[src/rtl/core/maf_pkg.sv]
package maf_pkg;

   localparam int MAX_WINDOW   = 10;
   localparam int SAMPLE_WIDTH = 16;
   localparam int WINDOW_WIDTH = 4;

   localparam logic [WINDOW_WIDTH-1:0] WINDOW_RESET = WINDOW_WIDTH'(1);

endpackage

[src/rtl/core/maf_ram.sv]
module maf_ram #(
   parameter int WIDTH = maf_pkg::SAMPLE_WIDTH,
   parameter int DEPTH = maf_pkg::MAX_WINDOW
) (
   input  logic                     clock,
   input  logic                     wr_en,
   input  logic [$clog2(DEPTH)-1:0] wr_addr,
   input  logic [WIDTH-1:0]         wr_data,
   input  logic                     rd_en,
   input  logic [$clog2(DEPTH)-1:0] rd_addr,
   output logic [WIDTH-1:0]         rd_data
);

   logic [WIDTH-1:0] mem_ff [DEPTH];
   logic [WIDTH-1:0] rd_data_ff;

   always_ff @(posedge clock) begin
      if (wr_en) begin
         mem_ff[wr_addr] <= wr_data;
      end
      if (rd_en) begin
         rd_data_ff <= mem_ff[rd_addr];
      end
   end

   assign rd_data = rd_data_ff;

endmodule

[src/rtl/core/maf_div.sv]
module maf_div #(
   parameter int DVD_W = maf_pkg::SAMPLE_WIDTH + 4,
   parameter int DVS_W = 4
) (
   input  logic             clock,
   input  logic             reset,
   input  logic             start,
   input  logic [DVD_W-1:0] dividend,
   input  logic [DVS_W-1:0] divisor,
   output logic             done,
   output logic [DVD_W-1:0] quotient
);

   localparam int CW = $clog2(DVD_W + 1);

   logic [DVD_W-1:0] quo_ff, quo_in;
   logic [DVS_W-1:0] rem_ff, rem_in;
   logic [DVS_W-1:0] dvs_ff, dvs_in;
   logic [CW-1:0]    cnt_ff, cnt_in;
   logic             busy_ff, busy_in;
   logic             done_ff, done_in;

   logic [DVS_W:0]   shifted;
   logic [DVS_W:0]   diff;
   logic             fits;

   assign shifted = {rem_ff, quo_ff[DVD_W-1]};
   assign diff    = shifted - {1'b0, dvs_ff};
   assign fits    = shifted >= {1'b0, dvs_ff};

   always_comb begin
      quo_in  = quo_ff;
      rem_in  = rem_ff;
      dvs_in  = dvs_ff;
      cnt_in  = cnt_ff;
      busy_in = busy_ff;
      done_in = done_ff;
      if (start) begin
         quo_in  = dividend;
         rem_in  = '0;
         dvs_in  = divisor;
         cnt_in  = CW'(DVD_W);
         busy_in = 1'b1;
         done_in = 1'b0;
      end else if (busy_ff) begin
         // one quotient bit per cycle
         quo_in = {quo_ff[DVD_W-2:0], fits};
         rem_in = fits ? diff[DVS_W-1:0] : shifted[DVS_W-1:0];
         cnt_in = cnt_ff - CW'(1);
         if (cnt_ff == CW'(1)) begin
            busy_in = 1'b0;
            done_in = 1'b1;
         end
      end
   end

   always_ff @(posedge clock) begin
      if (reset) begin
         busy_ff <= 1'b0;
         done_ff <= 1'b0;
      end else begin
         busy_ff <= busy_in;
         done_ff <= done_in;
      end
      quo_ff <= quo_in;
      rem_ff <= rem_in;
      dvs_ff <= dvs_in;
      cnt_ff <= cnt_in;
   end

   assign done     = done_ff;
   assign quotient = quo_ff;

endmodule

[src/rtl/core/moving_average_filter.sv]
// a request goes from ST_IDLE through the history reads (ST_READ) and the serial divide
// (ST_DIVIDE) before the mean is registered; req_ready is high only in ST_IDLE, so a new
// request waits for the previous mean; history ram gives one sample per cycle,
// then the serial divider takes one quotient bit per cycle; a stalled mean delays the next
// reset: synchronous, history reads as zero until written (fill count), window size 1
module moving_average_filter #(
   parameter int MAX_WINDOW   = maf_pkg::MAX_WINDOW,
   parameter int SAMPLE_WIDTH = maf_pkg::SAMPLE_WIDTH
) (
   input  logic                                  clock,
   input  logic                                  reset,
   input  logic                                  req_valid,
   output logic                                  req_ready,
   input  logic signed [SAMPLE_WIDTH-1:0]        req_sample,
   output logic                                  rsp_valid,
   input  logic                                  rsp_ready,
   output logic signed [SAMPLE_WIDTH-1:0]        rsp_mean,
   input  logic                                  csr_we,
   input  logic [maf_pkg::WINDOW_WIDTH-1:0]      csr_window_size
);

   localparam int WW     = maf_pkg::WINDOW_WIDTH;
   localparam int CNT_W  = $clog2(MAX_WINDOW + 1);
   localparam int ADDR_W = $clog2(MAX_WINDOW);
   localparam int SUM_W  = SAMPLE_WIDTH + CNT_W;
   localparam int CMP_W  = (CNT_W > WW) ? CNT_W : WW;

   localparam logic [ADDR_W-1:0] LAST_ADDR = ADDR_W'(MAX_WINDOW - 1);
   localparam logic [CNT_W-1:0]  MAX_CNT   = CNT_W'(MAX_WINDOW);

   typedef enum logic [1:0] {
      ST_IDLE,
      ST_READ,
      ST_DIVIDE
   } state_type;

   state_type                 state_ff, state_in;
   logic [WW-1:0]             window_ff;
   logic [ADDR_W-1:0]         wptr_ff, wptr_in;
   logic [ADDR_W-1:0]         rptr_ff, rptr_in;
   logic [CNT_W-1:0]          fill_ff, fill_in;
   logic [CNT_W-1:0]          left_ff, left_in;
   logic [CNT_W-1:0]          age_ff, age_in;
   logic [CNT_W-1:0]          win_ff, win_in;
   logic                      pend_ff, pend_in;
   logic                      live_ff, live_in;
   logic                      neg_ff, neg_in;
   logic signed [SUM_W-1:0]   sum_ff, sum_in;
   logic                      rsp_valid_ff, rsp_valid_in;
   logic [SAMPLE_WIDTH-1:0]   rsp_mean_ff, rsp_mean_in;

   logic [CMP_W-1:0]          window_ext;
   logic [CNT_W-1:0]          win_eff;
   logic                      ram_we;
   logic                      ram_re;
   logic [SAMPLE_WIDTH-1:0]   ram_rd_data;
   logic                      div_start;
   logic                      div_done;
   logic [SUM_W-1:0]          div_dividend;
   logic [SUM_W-1:0]          div_quotient;
   logic [SUM_W-1:0]          signed_quotient;

   // clamp window to 1..MAX_WINDOW
   assign window_ext = CMP_W'(window_ff);
   always_comb begin
      priority if (window_ext == '0) begin
         win_eff = CNT_W'(1);
      end else if (window_ext > CMP_W'(MAX_WINDOW)) begin
         win_eff = MAX_CNT;
      end else begin
         win_eff = CNT_W'(window_ext);
      end
   end

   always_ff @(posedge clock) begin
      if (reset) begin
         window_ff <= maf_pkg::WINDOW_RESET;
      end else if (csr_we) begin
         window_ff <= csr_window_size;
      end
   end

   assign div_dividend    = sum_ff[SUM_W-1] ? SUM_W'(-sum_ff) : SUM_W'(sum_ff);
   assign signed_quotient = neg_ff ? SUM_W'(-div_quotient) : div_quotient;

   always_comb begin
      state_in     = state_ff;
      wptr_in      = wptr_ff;
      rptr_in      = rptr_ff;
      fill_in      = fill_ff;
      left_in      = left_ff;
      age_in       = age_ff;
      win_in       = win_ff;
      pend_in      = pend_ff;
      live_in      = live_ff;
      neg_in       = neg_ff;
      sum_in       = sum_ff;
      rsp_valid_in = rsp_valid_ff;
      rsp_mean_in  = rsp_mean_ff;
      ram_we       = 1'b0;
      ram_re       = 1'b0;
      div_start    = 1'b0;

      if (rsp_valid_ff && rsp_ready) begin
         rsp_valid_in = 1'b0;
      end

      unique case (state_ff)
         ST_IDLE: begin
            if (req_valid) begin
               ram_we  = 1'b1;
               sum_in  = {{CNT_W{req_sample[SAMPLE_WIDTH-1]}}, req_sample};
               wptr_in = (wptr_ff == LAST_ADDR) ? '0 : wptr_ff + ADDR_W'(1);
               rptr_in = (wptr_ff == '0) ? LAST_ADDR : wptr_ff - ADDR_W'(1);
               fill_in = (fill_ff == MAX_CNT) ? fill_ff : fill_ff + CNT_W'(1);
               left_in = win_eff - CNT_W'(1);
               age_in  = CNT_W'(1);
               win_in  = win_eff;
               pend_in = 1'b0;
               state_in = ST_READ;
            end
         end
         ST_READ: begin
            pend_in = 1'b0;
            if (left_ff != '0) begin
               // older sample k is real only if k earlier requests exist
               ram_re  = 1'b1;
               pend_in = 1'b1;
               live_in = age_ff < fill_ff;
               age_in  = age_ff + CNT_W'(1);
               left_in = left_ff - CNT_W'(1);
               rptr_in = (rptr_ff == '0) ? LAST_ADDR : rptr_ff - ADDR_W'(1);
            end
            if (pend_ff && live_ff) begin
               sum_in = sum_ff + {{CNT_W{ram_rd_data[SAMPLE_WIDTH-1]}}, ram_rd_data};
            end
            if (left_ff == '0 && !pend_ff) begin
               div_start = 1'b1;
               neg_in    = sum_ff[SUM_W-1];
               state_in  = ST_DIVIDE;
            end
         end
         ST_DIVIDE: begin
            if (div_done && (!rsp_valid_ff || rsp_ready)) begin
               rsp_valid_in = 1'b1;
               rsp_mean_in  = signed_quotient[SAMPLE_WIDTH-1:0];
               state_in     = ST_IDLE;
            end
         end
         default: begin
            state_in = ST_IDLE;
         end
      endcase
   end

   always_ff @(posedge clock) begin
      if (reset) begin
         state_ff     <= ST_IDLE;
         wptr_ff      <= '0;
         fill_ff      <= '0;
         left_ff      <= '0;
         pend_ff      <= 1'b0;
         rsp_valid_ff <= 1'b0;
      end else begin
         state_ff     <= state_in;
         wptr_ff      <= wptr_in;
         fill_ff      <= fill_in;
         left_ff      <= left_in;
         pend_ff      <= pend_in;
         rsp_valid_ff <= rsp_valid_in;
      end
      rptr_ff     <= rptr_in;
      age_ff      <= age_in;
      win_ff      <= win_in;
      live_ff     <= live_in;
      neg_ff      <= neg_in;
      sum_ff      <= sum_in;
      rsp_mean_ff <= rsp_mean_in;
   end

   maf_ram #(
      .WIDTH (SAMPLE_WIDTH),
      .DEPTH (MAX_WINDOW)
   ) u_history (
      .clock   (clock),
      .wr_en   (ram_we),
      .wr_addr (wptr_ff),
      .wr_data (req_sample),
      .rd_en   (ram_re),
      .rd_addr (rptr_ff),
      .rd_data (ram_rd_data)
   );

   maf_div #(
      .DVD_W (SUM_W),
      .DVS_W (CNT_W)
   ) u_div (
      .clock    (clock),
      .reset    (reset),
      .start    (div_start),
      .dividend (div_dividend),
      .divisor  (win_ff),
      .done     (div_done),
      .quotient (div_quotient)
   );

   assign req_ready = (state_ff == ST_IDLE);
   assign rsp_valid = rsp_valid_ff;
   assign rsp_mean  = rsp_mean_ff;

endmodule
[config.mk]
export PLATFORM = sky130hd
export DESIGN_NAME = moving_average_filter
export DESIGN_NICKNAME = d
export VERILOG_FILES = /design/src/rtl/core/maf_pkg.sv /design/src/rtl/core/maf_ram.sv /design/src/rtl/core/maf_div.sv /design/src/rtl/core/moving_average_filter.sv
export SDC_FILE = /design/constraint.sdc
export NUM_CORES = 1
export LEC_CHECK = 0
export ABC_AREA = 1
export BUFFER_PORTS_ARGS = -buffer_cell sky130_fd_sc_hd__clkbuf_2
export CORE_MARGIN = 8
export CORE_UTILIZATION = 55
export CTS_BUF_LIST = sky130_fd_sc_hd__clkbuf_4 sky130_fd_sc_hd__clkbuf_8 sky130_fd_sc_hd__clkbuf_16
export CTS_CLUSTER_DIAMETER = 100
export CTS_CLUSTER_SIZE = 14
export DETAILED_ROUTE_END_ITERATION = 6
export GPL_ROUTABILITY_DRIVEN = 0
export HOLD_SLACK_MARGIN = 0.03
export PLACE_DENSITY_LB_ADDON = 0.3
export SETUP_SLACK_MARGIN = 0.2
export SLEW_MARGIN = 20
export SYNTH_ARGS = -nofsm -noshare
export SYNTH_HDL_FRONTEND = slang
export SYNTH_SLANG_ARGS = --single-unit
[constraint.sdc]
create_clock -name clock -period 2.9 [get_ports clock]
set_input_delay 0.435 -clock clock [delete_from_list [all_inputs] [get_ports clock]]
set_output_delay 0.435 -clock clock [all_outputs]
set_load 0.02 [all_outputs]
==> report_table.html, run 1 <==
<table>
<tr><th>Metric</th><th>Value</th></tr>
<tr><th colspan="2">Timing</th></tr>
<tr><td>Final sum of negative setup slack</td><td>0 ps</td></tr>
<tr><td>Achievable frequency</td><td>0.473 GHz</td></tr>
<tr><td>Final worst path period need</td><td>2110 ps</td></tr>
<tr><td>Unrepaired setup endpoints after global routing</td><td>false</td></tr>
<tr><td>Post-route clock skew</td><td>18.0 ps</td></tr>
<tr><td>Final clock period utilization by the worst path</td><td>0.728</td></tr>
<tr><td>Relative slew margins</td><td>0.317</td></tr>
<tr><td>Endpoints failing setup</td><td>0</td></tr>
<tr><td>Hold Vio Cnt, Final</td><td>0</td></tr>
<tr><td>Max-slew violation count</td><td>0</td></tr>
<tr><td>Slew at the pin closest to its max-slew limit</td><td>1020 ps</td></tr>
<tr><th colspan="2">Placement</th></tr>
<tr><td>PortBufs</td><td>42</td></tr>
<tr><td>Detailed-placement wirelength estimate</td><td>18,200 um</td></tr>
<tr><th colspan="2">CTS</th></tr>
<tr><td>Total of cells resized after clock tree synthesis</td><td>0</td></tr>
<tr><td>Post-CTS Setup Bufs</td><td>0</td></tr>
<tr><td>Clk sink count</td><td>281</td></tr>
<tr><td>Number of buffers inserted by hold repair at cts</td><td>0</td></tr>
<tr><td>Root buffer selected by CTS</td><td>clkbuf_16</td></tr>
<tr><td>Number of buffers on the longest clock path</td><td>3</td></tr>
<tr><td>Worst skew pair latency</td><td>540 ps</td></tr>
<tr><td>Clock transition at the register clock pins on the worst setup and hold paths after CTS</td><td>80 ps</td></tr>
<tr><td>Number of clock buffers inserted by TritonCTS</td><td>24</td></tr>
<tr><td>CTS tree</td><td>built</td></tr>
<tr><td>CTS H-tree lvls</td><td>1</td></tr>
<tr><th colspan="2">Final layout</th></tr>
<tr><td>Number of fill cells</td><td>1,863</td></tr>
<tr><td>Total number of nets in the final design</td><td>1,412</td></tr>
<tr><td>Final core utilization</td><td>0.620</td></tr>
<tr><td>Count of antenna diodes in the layout</td><td>0</td></tr>
<tr><td>Fraction of layout instances using a drive strength above 1</td><td>0.100</td></tr>
<tr><td>Area overhead of the layout relative to synthesis</td><td>10.2%</td></tr>
<tr><th colspan="2">Global routing</th></tr>
<tr><td>Vias in the first global route</td><td>8,725</td></tr>
<tr><td>Total Routing Usage GR</td><td>0.190</td></tr>
<tr><td>Gr ovfl total</td><td>0</td></tr>
<tr><td>Global-route wire length before repair</td><td>44,400 um</td></tr>
<tr><td>Pin count of the biggest net entering global routing</td><td>81</td></tr>
<tr><td>Initial antenna violation count</td><td>0</td></tr>
<tr><th colspan="2">Synth</th></tr>
<tr><td>Synth Net Count</td><td>1,370</td></tr>
<tr><td>Average footprint of a synthesized cell</td><td>10.1 um2</td></tr>
<tr><td>Top FF cell, synth</td><td>edfxtp_1</td></tr>
<tr><td>Sequential cell area fraction in the yosys report</td><td>0.614</td></tr>
<tr><td>Yosys warning count</td><td>0</td></tr>
<tr><td>Main area contributors after synthesis</td><td>edfxtp_1, nand2_1, nor2_1</td></tr>
<tr><td>Number of library cell types mapped by synthesis</td><td>41</td></tr>
<tr><td>Number of cells produced by synthesis</td><td>1,309</td></tr>
<tr><td>Yosys top cell by area</td><td>edfxtp_1</td></tr>
<tr><td>Cell area after technology mapping</td><td>0.0132 mm2</td></tr>
<tr><td>Seq cells post-synth</td><td>281</td></tr>
<tr><td>Share of synthesized flip-flops with an asynchronous set or reset</td><td>0</td></tr>
<tr><td>Top-area cell type share of the netlist area</td><td>0.567</td></tr>
<tr><td>Number of enable-type register cells in the synthesized netlist</td><td>250</td></tr>
<tr><th colspan="2">Pwr</th></tr>
<tr><td>Peak supply drop</td><td>0.000665 V</td></tr>
<tr><td>Cell internal power dissipation</td><td>7760 uW</td></tr>
<tr><td>Power share of the sequential group</td><td>0.459</td></tr>
<tr><td>Psw</td><td>3740 uW</td></tr>
<tr><td>Net Sw Frac</td><td>0.325</td></tr>
<tr><td>Total design power</td><td>11,500 uW</td></tr>
<tr><td>Static power due to leakage</td><td>0.00563 uW</td></tr>
<tr><td>Share of power burned in combinational logic</td><td>0.266</td></tr>
<tr><td>Total power per unit cell area</td><td>789 mW/mm2</td></tr>
<tr><td>Proportion of power drawn by the clock network</td><td>0.275</td></tr>
<tr><th colspan="2">Setup path</th></tr>
<tr><td>Cell Chain, Critical Path</td><td>ha_1 -&gt; inv_1 -&gt; fa_1 -&gt; inv_1 -&gt; nand3_1 -&gt; nand3_1 -&gt; nand2_1 -&gt; nand2_1 -&gt; nand2_1 -&gt; nand2_1 -&gt; nand2_1 -&gt; nand3_1 -&gt; nand2_1</td></tr>
<tr><td>Critical path startpoint category</td><td>register</td></tr>
<tr><td>Cell with the biggest individual delay on the critical path</td><td>edfxtp_1</td></tr>
<tr><td>Worst reg2reg startpoint</td><td>sum_ff[0]</td></tr>
<tr><td>Crit-path max cell delay</td><td>370 ps</td></tr>
<tr><td>Worst path arrival time</td><td>2410 ps</td></tr>
<tr><td>Required time of the critical path</td><td>3200 ps</td></tr>
<tr><td>Category of the critical setup timing path</td><td>reg2reg</td></tr>
<tr><td>Beginning of the critical path</td><td>sum_ff[0]</td></tr>
<tr><td>Length in cells of the worst reg-to-reg path</td><td>13</td></tr>
<tr><td>Library cell appearing most often on the critical path</td><td>nand2_1</td></tr>
<tr><td>Largest fanout on the critical path</td><td>5</td></tr>
<tr><td>Crit end category</td><td>register</td></tr>
<tr><th colspan="2">Routing</th></tr>
<tr><td>DR vias</td><td>9,238</td></tr>
<tr><td>1st-iter DRT viols</td><td>723</td></tr>
<tr><td>Routed vias/inst</td><td>5.47</td></tr>
<tr><td>Total length of routed wires</td><td>27,700 um</td></tr>
<tr><td>Router iterations before antenna repair</td><td>5</td></tr>
<tr><td>Post-route DRC violation count</td><td>0</td></tr>
<tr><td>Detail Route Antenna Nets</td><td>0</td></tr>
<tr><td>WL/cell</td><td>16.4 um</td></tr>
<tr><th colspan="2">Die</th></tr>
<tr><td>Die span in y</td><td>171 um</td></tr>
<tr><td>Std cell rows</td><td>56</td></tr>
<tr><td>Die Span X</td><td>171 um</td></tr>
<tr><td>Initial core utilization</td><td>0.562</td></tr>
<tr><td>IO Pins</td><td>43</td></tr>
<tr><td>Area inside the core boundary</td><td>0.0235 mm2</td></tr>
<tr><td>Total die area</td><td>0.0293 mm2</td></tr>
<tr><th colspan="2">Run status</th></tr>
<tr><td>Outcome</td><td>completed</td></tr>
<tr><th colspan="2">Worst hold path</th></tr>
<tr><td>Cell count of the worst hold path</td><td>3</td></tr>
<tr><td>Worst hold path type</td><td>in2reg</td></tr>
<tr><td>Beginning of the worst hold path</td><td>csr_window_size[0]</td></tr>
<tr><th colspan="2">Run</th></tr>
<tr><td>Reported max-cap violation count</td><td>0</td></tr>
</table>
==> placed cells by master, fill, tap and decap left out, drive strengths merged, types with 20 or more instances in the layout <==
cell,synthesis,final
o21ai,109,109
inv,130,130
nand2,268,268
buf,31,21
dfxtp,31,31
nand3,59,59
clkbuf,16,84
edfxtp,250,250
nor2,203,203
ha,34,34
xor2,20,20
a21oi,41,41
o32ai,32,32
o211ai,21,21
==> cell usage after synthesis (6+ instances only) <==
library cell	count
o22ai_1	6
clkbuf_1	16
o21ai_0	84
inv_2	9
buf_2	21
xnor2_1	11
edfxtp_1	250
nand2_1	264
a21oi_1	41
ha_1	34
inv_1	120
nand3_1	56
o32ai_1	32
nand3b_1	7
nor3_1	11
o21ai_1	24
nor2_1	198
o211ai_1	21
xor2_1	20
nand4_1	11
dfxtp_1	31
==> power groups by stage <==
| stage | clock, uW | combinational, uW | sequential (uW) |
|---|---|---|---|
| 6_report | 3160 | 3060 | 5280 |
| 5_1_grt | 3370 | 3480 | 5320 |
| 4_1_cts | 3220 | 3060 | 5280 |
| 3_5_place_dp | 0 | 3030 | 5360 |
| 3_3_place_gp | 0 | 2970 | 5350 |
| 2_1_floorplan | 0 | 2400 | 5200 |
==> critical path: cells and delay by family (launching register included) <==
kind / cells / cell delay (ps)
adder cells (fa/ha/maj): 2 / 560
buffers and inverters: 2 / 210
flip-flops: 1 / 370
AND/OR/NAND/NOR: 9 / 730
==> flip-flops by register name, indices dropped and copies added, names as in the netlist <==
name               flops
fill_ff                4
sum_ff                20
window_ext             4
u_div.cnt_ff           5
u_div.quotient        20
state_ff               2
pend_ff                1
wptr_ff                4
live_ff                1
u_history.rd_data     16
left_ff                4
u_div.rem_ff           4
u_history.mem_ff     160
rsp_valid              1
neg_ff                 1
age_ff                 4
u_div.busy_ff          1
rsp_mean              16
win_ff                 4
rptr_ff                4
u_div.dvs_ff           4
u_div.done             1
==> layout make-up <==
type / instances / area, um2 / area share
clock inverter: 2 / 46.3 / 0.00317
clock buffer: 42 / 736 / 0.0504
inverter: 130 / 490 / 0.0336
multi-input combinational: 851 / 4390 / 0.301
sequential: 281 / 8130 / 0.557
tap: 319 / 399 / 0.0274
timing repair buffer: 63 / 393 / 0.0269
==> cells by family after synthesis <==
family,after synthesis,synth area share
simple gates,566,0.176
xor+xnor,31,0.0205
fa+ha+maj,36,0.0352
compound gates,218,0.0980
flops,281,0.614
buf+inv,177,0.0558
==> per-stage QoR <==
step                      setup WS, ps  cells  hold slack (ps)  cell area, um2
after floorplan                    446   1309              400           13200
after global placement             867   1644              403           13800
after detailed placement           814   1644              408           13800
after CTS                          807   1688             99.2           14600
after global routing               597   1688              113           14600
final                              788   1688              115           14600
==> worst paths after layout <==
path                            slack [ps]         endpoint
worst min-delay path                   120    window_ext[0]
worst min register to register         420  u_div.dvs_ff[2]
worst max-delay path                   790       sum_ff[16]
worst max register to register         790       sum_ff[16]
==> metal layers <==
layer / track usage / wire length [um]
met3: 0.0281 / 1680
met1: 0.250 / 12200
met5: 0 / 0
met2: 0.324 / 13200
met4: 0.0491 / 544
Note: power is estimated with default switching activity, not from simulation.
==> run 2: changes to the inputs <==
==> constraint.sdc (replaced) <==
create_clock -name clock -period 1.8 [get_ports clock]
set_input_delay 0.27 -clock clock [delete_from_list [all_inputs] [get_ports clock]]
set_output_delay 0.27 -clock clock [all_outputs]
set_load 0.02 [all_outputs]
==> run 2 against run 1 <==
The run now ends with design-rule violations, negative setup slack left. Routed wire length rose by 43%. Final area rose by 25%. First-iteration DRC count rose by 46%. Highest routed layer unchanged.
==> report_table.html, run 2 (synthesis results as in run 1) <==
<table>
<tr><th>Metric</th><th>Value</th></tr>
<tr><th colspan="2">Run status</th></tr>
<tr><td>Outcome</td><td>finished, violations left</td></tr>
<tr><td>Failing checks</td><td>design-rule violations, negative setup slack</td></tr>
<tr><th colspan="2">Die</th></tr>
<tr><td>Area inside the core boundary</td><td>0.0235 mm2 (unchanged)</td></tr>
<tr><td>Std cell rows</td><td>56 (unchanged)</td></tr>
<tr><td>IO Pins</td><td>43 (unchanged)</td></tr>
<tr><td>Die Span X</td><td>171 um (unchanged)</td></tr>
<tr><td>Initial core utilization</td><td>0.562 (unchanged)</td></tr>
<tr><td>Total die area</td><td>0.0293 mm2 (unchanged)</td></tr>
<tr><td>Die span in y</td><td>171 um (unchanged)</td></tr>
<tr><th colspan="2">Worst hold path</th></tr>
<tr><td>Beginning of the worst hold path</td><td>req_sample[15]</td></tr>
<tr><td>Worst hold path type</td><td>in2reg</td></tr>
<tr><td>Hold path endpoint</td><td>u_history.mem_ff[7][15]</td></tr>
<tr><td>Cell count of the worst hold path</td><td>1 (-2)</td></tr>
<tr><th colspan="2">Timing</th></tr>
<tr><td>Relative slew margins</td><td>0.669 (+0.352)</td></tr>
<tr><td>Post-route clock skew</td><td>13.0 ps (-4.99 ps)</td></tr>
<tr><td>Worst Slack Setup Final</td><td>-221 ps (-1010 ps)</td></tr>
<tr><td>Endpoints failing setup</td><td>30 (+30)</td></tr>
<tr><td>Slew at the pin closest to its max-slew limit</td><td>494 ps (-530 ps)</td></tr>
<tr><td>Max-slew violation count</td><td>0 (unchanged)</td></tr>
<tr><td>Achievable frequency</td><td>0.495 GHz (+4.5%)</td></tr>
<tr><td>Unrepaired setup endpoints after global routing</td><td>true</td></tr>
<tr><td>Final worst path period need</td><td>2020 ps (-90.8 ps)</td></tr>
<tr><td>Hold Vio Cnt, Final</td><td>0 (unchanged)</td></tr>
<tr><td>Final clock period utilization by the worst path</td><td>1.12 (+0.395)</td></tr>
<tr><th colspan="2">Setup path</th></tr>
<tr><td>R2R Setup Slk</td><td>-220 ps (-1010 ps)</td></tr>
<tr><td>Critical path startpoint category</td><td>register</td></tr>
<tr><td>Crit end category</td><td>register</td></tr>
<tr><td>Largest fanout on the critical path</td><td>5 (unchanged)</td></tr>
<tr><td>Worst path arrival time</td><td>2320 ps (-90 ps)</td></tr>
<tr><td>Required time of the critical path</td><td>2100 ps (-1100 ps)</td></tr>
<tr><td>Category of the critical setup timing path</td><td>reg2reg</td></tr>
<tr><td>Length in cells of the worst reg-to-reg path</td><td>10 (-3)</td></tr>
<tr><td>Worst reg2reg startpoint</td><td>sum_ff[9]</td></tr>
<tr><td>R2R Path End</td><td>sum_ff[16]</td></tr>
<tr><th colspan="2">Pwr</th></tr>
<tr><td>Cell internal power dissipation</td><td>15,100 uW (+95%)</td></tr>
<tr><td>Net Sw Frac</td><td>0.357 (+0.0319)</td></tr>
<tr><td>Share of power burned in combinational logic</td><td>0.421 (+0.155)</td></tr>
<tr><td>Power share of the sequential group</td><td>0.359 (-0.100)</td></tr>
<tr><td>Peak supply drop</td><td>0.000927 V (+39%)</td></tr>
<tr><td>Static power due to leakage</td><td>0.00695 uW (+23%)</td></tr>
<tr><td>Total power per unit cell area</td><td>1290 mW/mm2 (+64%)</td></tr>
<tr><td>Proportion of power drawn by the clock network</td><td>0.220 (-0.055)</td></tr>
<tr><td>Total design power</td><td>23,600 uW (+100%)</td></tr>
<tr><td>Psw</td><td>8420 uW (+120%)</td></tr>
<tr><th colspan="2">Routing</th></tr>
<tr><td>1st-iter DRT viols</td><td>1,058 (+46%)</td></tr>
<tr><td>Total length of routed wires</td><td>39,500 um (+43%)</td></tr>
<tr><td>DR vias</td><td>11,064 (+20%)</td></tr>
<tr><td>Routed vias/inst</td><td>6.02 (+9.9%)</td></tr>
<tr><td>Detail Route Antenna Nets</td><td>0 (unchanged)</td></tr>
<tr><td>Post-route DRC violation count</td><td>3 (+3)</td></tr>
<tr><td>Router iterations before antenna repair</td><td>7 (+2)</td></tr>
<tr><td>WL/cell</td><td>21.5 um (+31%)</td></tr>
<tr><th colspan="2">CTS</th></tr>
<tr><td>Worst skew pair latency</td><td>550 ps (about the same)</td></tr>
<tr><td>Root buffer selected by CTS</td><td>clkbuf_16</td></tr>
<tr><td>Number of buffers on the longest clock path</td><td>3 (unchanged)</td></tr>
<tr><td>Clk sink count</td><td>281 (unchanged)</td></tr>
<tr><td>Number of clock buffers inserted by TritonCTS</td><td>24 (unchanged)</td></tr>
<tr><td>CTS tree</td><td>built</td></tr>
<tr><td>CTS H-tree lvls</td><td>1 (unchanged)</td></tr>
<tr><td>Clock transition at the register clock pins on the worst setup and hold paths after CTS</td><td>70 ps (about the same)</td></tr>
<tr><th colspan="2">Global routing</th></tr>
<tr><td>Total Routing Usage GR</td><td>0.226 (+0.0364)</td></tr>
<tr><td>Gr ovfl total</td><td>0 (unchanged)</td></tr>
<tr><td>Initial antenna violation count</td><td>0 (unchanged)</td></tr>
<tr><td>Vias in the first global route</td><td>10,068 (+15%)</td></tr>
<tr><td>Global-route wire length before repair</td><td>52,200 um (+18%)</td></tr>
<tr><td>Pin count of the biggest net entering global routing</td><td>67 (-17%)</td></tr>
<tr><th colspan="2">Final layout</th></tr>
<tr><td>Area overhead of the layout relative to synthesis</td><td>38.0%</td></tr>
<tr><td>Fraction of layout instances using a drive strength above 1</td><td>0.370 (+0.270)</td></tr>
<tr><td>Most common library cell in the layout ignoring fill and taps</td><td>edfxtp_1</td></tr>
<tr><td>Count of antenna diodes in the layout</td><td>0 (unchanged)</td></tr>
<tr><td>Total number of nets in the final design</td><td>1,563 (+11%)</td></tr>
<tr><td>Number of fill cells</td><td>1,322 (-29%)</td></tr>
<tr><td>Post-route insts no fill</td><td>1,839 (+8.9%)</td></tr>
<tr><td>Register bank with the most flops</td><td>u_history.mem_ff</td></tr>
<tr><td>Number of flip-flops in the largest register</td><td>160 (unchanged)</td></tr>
<tr><td>Commonest cells after routing, fill and taps aside</td><td>edfxtp_1, nand2_1, nor2_1</td></tr>
<tr><th colspan="2">Placement</th></tr>
<tr><td>Detailed-placement wirelength estimate</td><td>18,700 um (+3.0%)</td></tr>
<tr><td>Post-placement cell count</td><td>1,682 (+2.3%)</td></tr>
<tr><td>PortBufs</td><td>42 (unchanged)</td></tr>
<tr><td>Post-place setup slack</td><td>-64.3 ps (-879 ps)</td></tr>
<tr><th colspan="2">Run</th></tr>
<tr><td>Reported max-cap violation count</td><td>0 (unchanged)</td></tr>
</table>
run 2: worst max path at each step:
stage,start,to,slack (ps),cells after the start
CTS,sum_ff[0],sum_ff[16],-10,13
detailed placement,sum_ff[0],sum_ff[16],-60,13
floorplan,state_ff[0],u_history.mem_ff[1][0],60,5
global route,sum_ff[9],sum_ff[16],-300,10
finish,sum_ff[9],sum_ff[16],-220,10
global placement,sum_ff[0],sum_ff[16],-4,13
run 2: through the flow:
stage | area [um2] | TNS [ps] | util | hold slack (ps)
after detailed placement | 14600 | -276 | 0.621 | 406
final | 18300 | -1980 | 0.776 | 66.6
after global placement | 14600 | -3.59 | 0.621 | 404
after global routing | 18300 | -3930 | 0.776 | 53.6
after CTS | 16800 | -31.6 | 0.715 | 54.7
after floorplan | 13600 | 0 | - | 369
run 2: cell type report:
| type | count | area [um2] | area share |
|---|---|---|---|
| multi-input cells | 854 | 6120 | 0.335 |
| well taps | 319 | 399 | 0.0219 |
| flip-flops and latches | 281 | 8140 | 0.445 |
| clock inverters | 2 | 46.3 | 0.00253 |
| clock buffers | 42 | 736 | 0.0403 |
| repair buffers | 211 | 2310 | 0.126 |
| inverters | 130 | 520 | 0.0285 |
run 2: routing by layer:
layer | track usage | wire [um] | part of all wire
met5 | 0 | 0 | 0
met4 | 0.0839 | 2120 | 0.054
met3 | 0.0279 | 3200 | 0.081
met2 | 0.404 | 20000 | 0.51
met1 | 0.277 | 14200 | 0.36
run 2: power groups by stage:
stage | combinational, uW | sequential, uW | clock [uW]
after floorplan | 4120 | 8440 | 0
after global placement | 5670 | 8490 | 0
after detailed placement | 5840 | 8520 | 0
after CTS | 7590 | 8410 | 5190
after global routing | 10500 | 8520 | 5470
final | 9920 | 8460 | 5190
run 2: timing repair:
| action | CTS | global route |
|---|---|---|
| hold buffers | 7 | 0 |
| buffers inserted | 40 | 44 |
| setup endpoints to repair | 102 | 152 |
| hold endpoints to repair | 5 | 0 |
| pin swaps | 104 | 118 |
| cloned | 8 | 14 |
| gates resized for setup | 226 | 200 |
run 2: critical path, cell delays in order (launching register included):
cell and delay, ps:
edfxtp_1 450, ha_4 350, nand2_4 70, inv_1 180, nand2_1 140, nor3_2 260, nand2_4 90, nand2_2 70
nand2_1 50, nand3_1 60, nand2_1 50
==> run 3: changes to the inputs <==
--- a/config.mk
+++ b/config.mk
@@ -7,6 +7,7 @@
 export LEC_CHECK = 0
 export ABC_AREA = 1
 export BUFFER_PORTS_ARGS = -buffer_cell sky130_fd_sc_hd__clkbuf_2
+export CORE_ASPECT_RATIO = 0.9
 export CORE_MARGIN = 8
 export CORE_UTILIZATION = 55
 export CTS_BUF_LIST = sky130_fd_sc_hd__clkbuf_4 sky130_fd_sc_hd__clkbuf_8 sky130_fd_sc_hd__clkbuf_16
==> run 3 against run 2 <==
The flow finishes with violations (negative setup slack). Flip-flop and latch count unchanged. Hold slack got worse by 11 ps. Count of clock-buffer cells in the layout decreased by 8. Clock power decreased by 5.6%. Sequential share of layout area increased by 0.92 points. Non-clock buffer count decreased by 17. Power decreased by 3.2%. First-iteration DRC count increased by 2.7%.
==> report_table.html, run 3 (synthesis results as in run 1) <==
<table>
<tr><th>Metric</th><th>Value</th></tr>
<tr><th colspan="2">Run status</th></tr>
<tr><td>Outcome</td><td>finished, violations left</td></tr>
<tr><td>Failing checks</td><td>negative setup slack</td></tr>
<tr><th colspan="2">Setup path</th></tr>
<tr><td>Length in cells of the worst reg-to-reg path</td><td>13 (+3)</td></tr>
<tr><td>Largest fanout on the critical path</td><td>3 (-2)</td></tr>
<tr><td>R2R Path End</td><td>sum_ff[16]</td></tr>
<tr><td>R2R Setup Slk</td><td>-170 ps (+50 ps)</td></tr>
<tr><td>Crit end category</td><td>register</td></tr>
<tr><td>Worst reg2reg startpoint</td><td>sum_ff[0]</td></tr>
<tr><td>Required time of the critical path</td><td>2090 ps (about the same)</td></tr>
<tr><td>Category of the critical setup timing path</td><td>reg2reg</td></tr>
<tr><td>Worst path arrival time</td><td>2260 ps (-60 ps)</td></tr>
<tr><td>Critical path startpoint category</td><td>register</td></tr>
<tr><th colspan="2">Timing</th></tr>
<tr><td>Slew at the pin closest to its max-slew limit</td><td>693 ps (+199 ps)</td></tr>
<tr><td>Unrepaired setup endpoints after global routing</td><td>true</td></tr>
<tr><td>Achievable frequency</td><td>0.507 GHz (+2.5%)</td></tr>
<tr><td>Endpoints failing setup</td><td>15 (-50%)</td></tr>
<tr><td>Max-slew violation count</td><td>0 (unchanged)</td></tr>
<tr><td>Worst Slack Setup Final</td><td>-173 ps (+48.5 ps)</td></tr>
<tr><td>Final clock period utilization by the worst path</td><td>1.10 (-0.0270)</td></tr>
<tr><td>Final worst path period need</td><td>1970 ps (-48.5 ps)</td></tr>
<tr><td>Relative slew margins</td><td>0.538 (-0.132)</td></tr>
<tr><td>Hold Vio Cnt, Final</td><td>0 (unchanged)</td></tr>
<tr><td>Post-route clock skew</td><td>21.3 ps (+8.24 ps)</td></tr>
<tr><th colspan="2">Routing</th></tr>
<tr><td>Routed vias/inst</td><td>5.88 (-2.3%)</td></tr>
<tr><td>Router iterations before antenna repair</td><td>6 (-1)</td></tr>
<tr><td>DR vias</td><td>10,588 (-4.3%)</td></tr>
<tr><td>WL/cell</td><td>20.2 um (-6.2%)</td></tr>
<tr><td>Total length of routed wires</td><td>36,300 um (-8.2%)</td></tr>
<tr><td>Post-route DRC violation count</td><td>0 (-3)</td></tr>
<tr><td>Detail Route Antenna Nets</td><td>0 (unchanged)</td></tr>
<tr><td>1st-iter DRT viols</td><td>1,087 (+2.7%)</td></tr>
<tr><th colspan="2">Placement</th></tr>
<tr><td>PortBufs</td><td>42 (unchanged)</td></tr>
<tr><td>Total cell area at the placement stage</td><td>0.0146 mm2 (+0.23%)</td></tr>
<tr><td>Detailed-placement wirelength estimate</td><td>19,700 um (+5.1%)</td></tr>
<tr><td>Post-placement cell count</td><td>1,679 (-0.18%)</td></tr>
<tr><td>Post-place setup slack</td><td>-84.4 ps (-20.1 ps)</td></tr>
<tr><th colspan="2">Final layout</th></tr>
<tr><td>Area overhead of the layout relative to synthesis</td><td>35.2%</td></tr>
<tr><td>Number of fill cells</td><td>1,481 (+12%)</td></tr>
<tr><td>Total number of nets in the final design</td><td>1,545 (-1.2%)</td></tr>
<tr><td>Final instance area</td><td>0.0179 mm2 (-2.0%)</td></tr>
<tr><td>Most common library cell in the layout ignoring fill and taps</td><td>edfxtp_1</td></tr>
<tr><td>Register bank with the most flops</td><td>u_history.mem_ff</td></tr>
<tr><td>Post-route insts no fill</td><td>1,801 (-2.1%)</td></tr>
<tr><td>Fraction of layout instances using a drive strength above 1</td><td>0.350 (-0.0201)</td></tr>
<tr><td>Commonest cells after routing, fill and taps aside</td><td>edfxtp_1, nand2_1, nor2_1</td></tr>
<tr><td>Number of flip-flops in the largest register</td><td>160 (unchanged)</td></tr>
<tr><td>Count of antenna diodes in the layout</td><td>0 (unchanged)</td></tr>
<tr><th colspan="2">Global routing</th></tr>
<tr><td>Initial antenna violation count</td><td>0 (unchanged)</td></tr>
<tr><td>Pin count of the biggest net entering global routing</td><td>67 (unchanged)</td></tr>
<tr><td>Total Routing Usage GR</td><td>0.216 (-0.00988)</td></tr>
<tr><td>Gr ovfl total</td><td>0 (unchanged)</td></tr>
<tr><td>Vias in the first global route</td><td>10,091 (+0.23%)</td></tr>
<tr><td>Global-route wire length before repair</td><td>51,600 um (-1.2%)</td></tr>
<tr><th colspan="2">CTS</th></tr>
<tr><td>Clk sink count</td><td>281 (unchanged)</td></tr>
<tr><td>CTS H-tree lvls</td><td>1 (unchanged)</td></tr>
<tr><td>Worst skew pair latency</td><td>540 ps (about the same)</td></tr>
<tr><td>CTS tree</td><td>built</td></tr>
<tr><td>Root buffer selected by CTS</td><td>clkbuf_16</td></tr>
<tr><td>Number of buffers on the longest clock path</td><td>3 (unchanged)</td></tr>
<tr><td>Number of clock buffers inserted by TritonCTS</td><td>24 (unchanged)</td></tr>
<tr><td>Clock transition at the register clock pins on the worst setup and hold paths after CTS</td><td>80 ps (about the same)</td></tr>
<tr><th colspan="2">Die</th></tr>
<tr><td>Die span in y</td><td>163 um (-4.7%)</td></tr>
<tr><td>Total die area</td><td>0.0293 mm2 (about the same)</td></tr>
<tr><td>Die Span X</td><td>180 um (+4.9%)</td></tr>
<tr><td>Initial core utilization</td><td>0.553 (-0.00882)</td></tr>
<tr><td>IO Pins</td><td>43 (unchanged)</td></tr>
<tr><td>Area inside the core boundary</td><td>0.0239 mm2 (+1.6%)</td></tr>
<tr><td>Std cell rows</td><td>54 (-3.6%)</td></tr>
<tr><th colspan="2">Pwr</th></tr>
<tr><td>Peak supply drop</td><td>0.000743 V (-20%)</td></tr>
<tr><td>Total power per unit cell area</td><td>1270 mW/mm2 (-1.2%)</td></tr>
<tr><td>Static power due to leakage</td><td>0.00675 uW (-2.9%)</td></tr>
<tr><th colspan="2">Worst hold path</th></tr>
<tr><td>Beginning of the worst hold path</td><td>rsp_ready</td></tr>
<tr><td>Cell count of the worst hold path</td><td>4 (+3)</td></tr>
<tr><td>Hold path endpoint</td><td>rsp_valid</td></tr>
<tr><td>Worst hold path type</td><td>in2reg</td></tr>
<tr><th colspan="2">Run</th></tr>
<tr><td>Reported max-cap violation count</td><td>0 (unchanged)</td></tr>
</table>
## run 3: how the worst max path moves through the flow
stage | endpoint | startpoint | slack [ps]
6_report | sum_ff[16] | sum_ff[0] | -170
5_1_grt | sum_ff[18] | sum_ff[7] | -250
4_1_cts | sum_ff[16] | sum_ff[0] | -8
3_5_place_dp | sum_ff[16] | sum_ff[0] | -80
3_3_place_gp | sum_ff[16] | sum_ff[0] | -8
2_1_floorplan | u_history.mem_ff[1][0] | state_ff[0] | 60
## run 3: layout make-up
| class | instances | area [um2] | share of cell area |
|---|---|---|---|
| Multi-Input combinational cell | 853 | 6140 | 0.343 |
| Inverter | 130 | 536 | 0.0299 |
| Timing Repair Buffer | 194 | 1990 | 0.111 |
| Tap cell | 308 | 385 | 0.0215 |
| Sequential cell | 281 | 8140 | 0.455 |
| Clock inverter | 1 | 16.3 | 0.000909 |
| Clock buffer | 34 | 693 | 0.0387 |
## run 3: worst max-delay path, stage by stage (launching register included)
cell and delay, ps:
edfxtp_1 360, ha_2 190, inv_2 40, fa_2 370, inv_4 100, nand3_4 90
nand3_4 110, nand2_4 60, nand2_4 90, nand2_2 60, nand2_1 70, nand2_1 60
nand3_1 70, nand2_1 60
## run 3: routing by layer
metal / track usage / vias to the layer above / part of all wire
met4: 0.0780 / 0 / 0.040
met3: 0.0322 / 116 / 0.069
met1: 0.284 / 5152 / 0.40
met2: 0.364 / 469 / 0.49
met5: 0 / - / 0
li1: - / 4851 / -
## run 3: timing repair
item                                   CTS  global route
gates cloned                             4             9
pin swaps                               47           117
hold buffers                             6             0
setup buffers                           35            33
endpoints found under the hold margin    4             0
gates resized for setup                134           290
setup endpoints to repair               80           170
## run 3: power breakdown
part           switching [uW]  total [uW]  internal, uW
registers                 464        8460          7990
clock network            2230        4900          2670
logic                    5360        9460          4100
total                    8050       22800         14800
## run 3: stage by stage
| step | hold slack (ps) | util | setup TNS, ps | power [uW] |
|---|---|---|---|---|
| 3_3_place_gp | 403 | 0.612 | -7.94 | 14300 |
| 4_1_cts | 40.0 | 0.681 | -10.1 | 20500 |
| 5_1_grt | 85.2 | 0.748 | -2650 | 23800 |
| 3_5_place_dp | 405 | 0.612 | -207 | 14500 |
| 6_report | 55.7 | 0.748 | -969 | 22800 |
| 2_1_floorplan | 369 | - | 0 | 12600 |
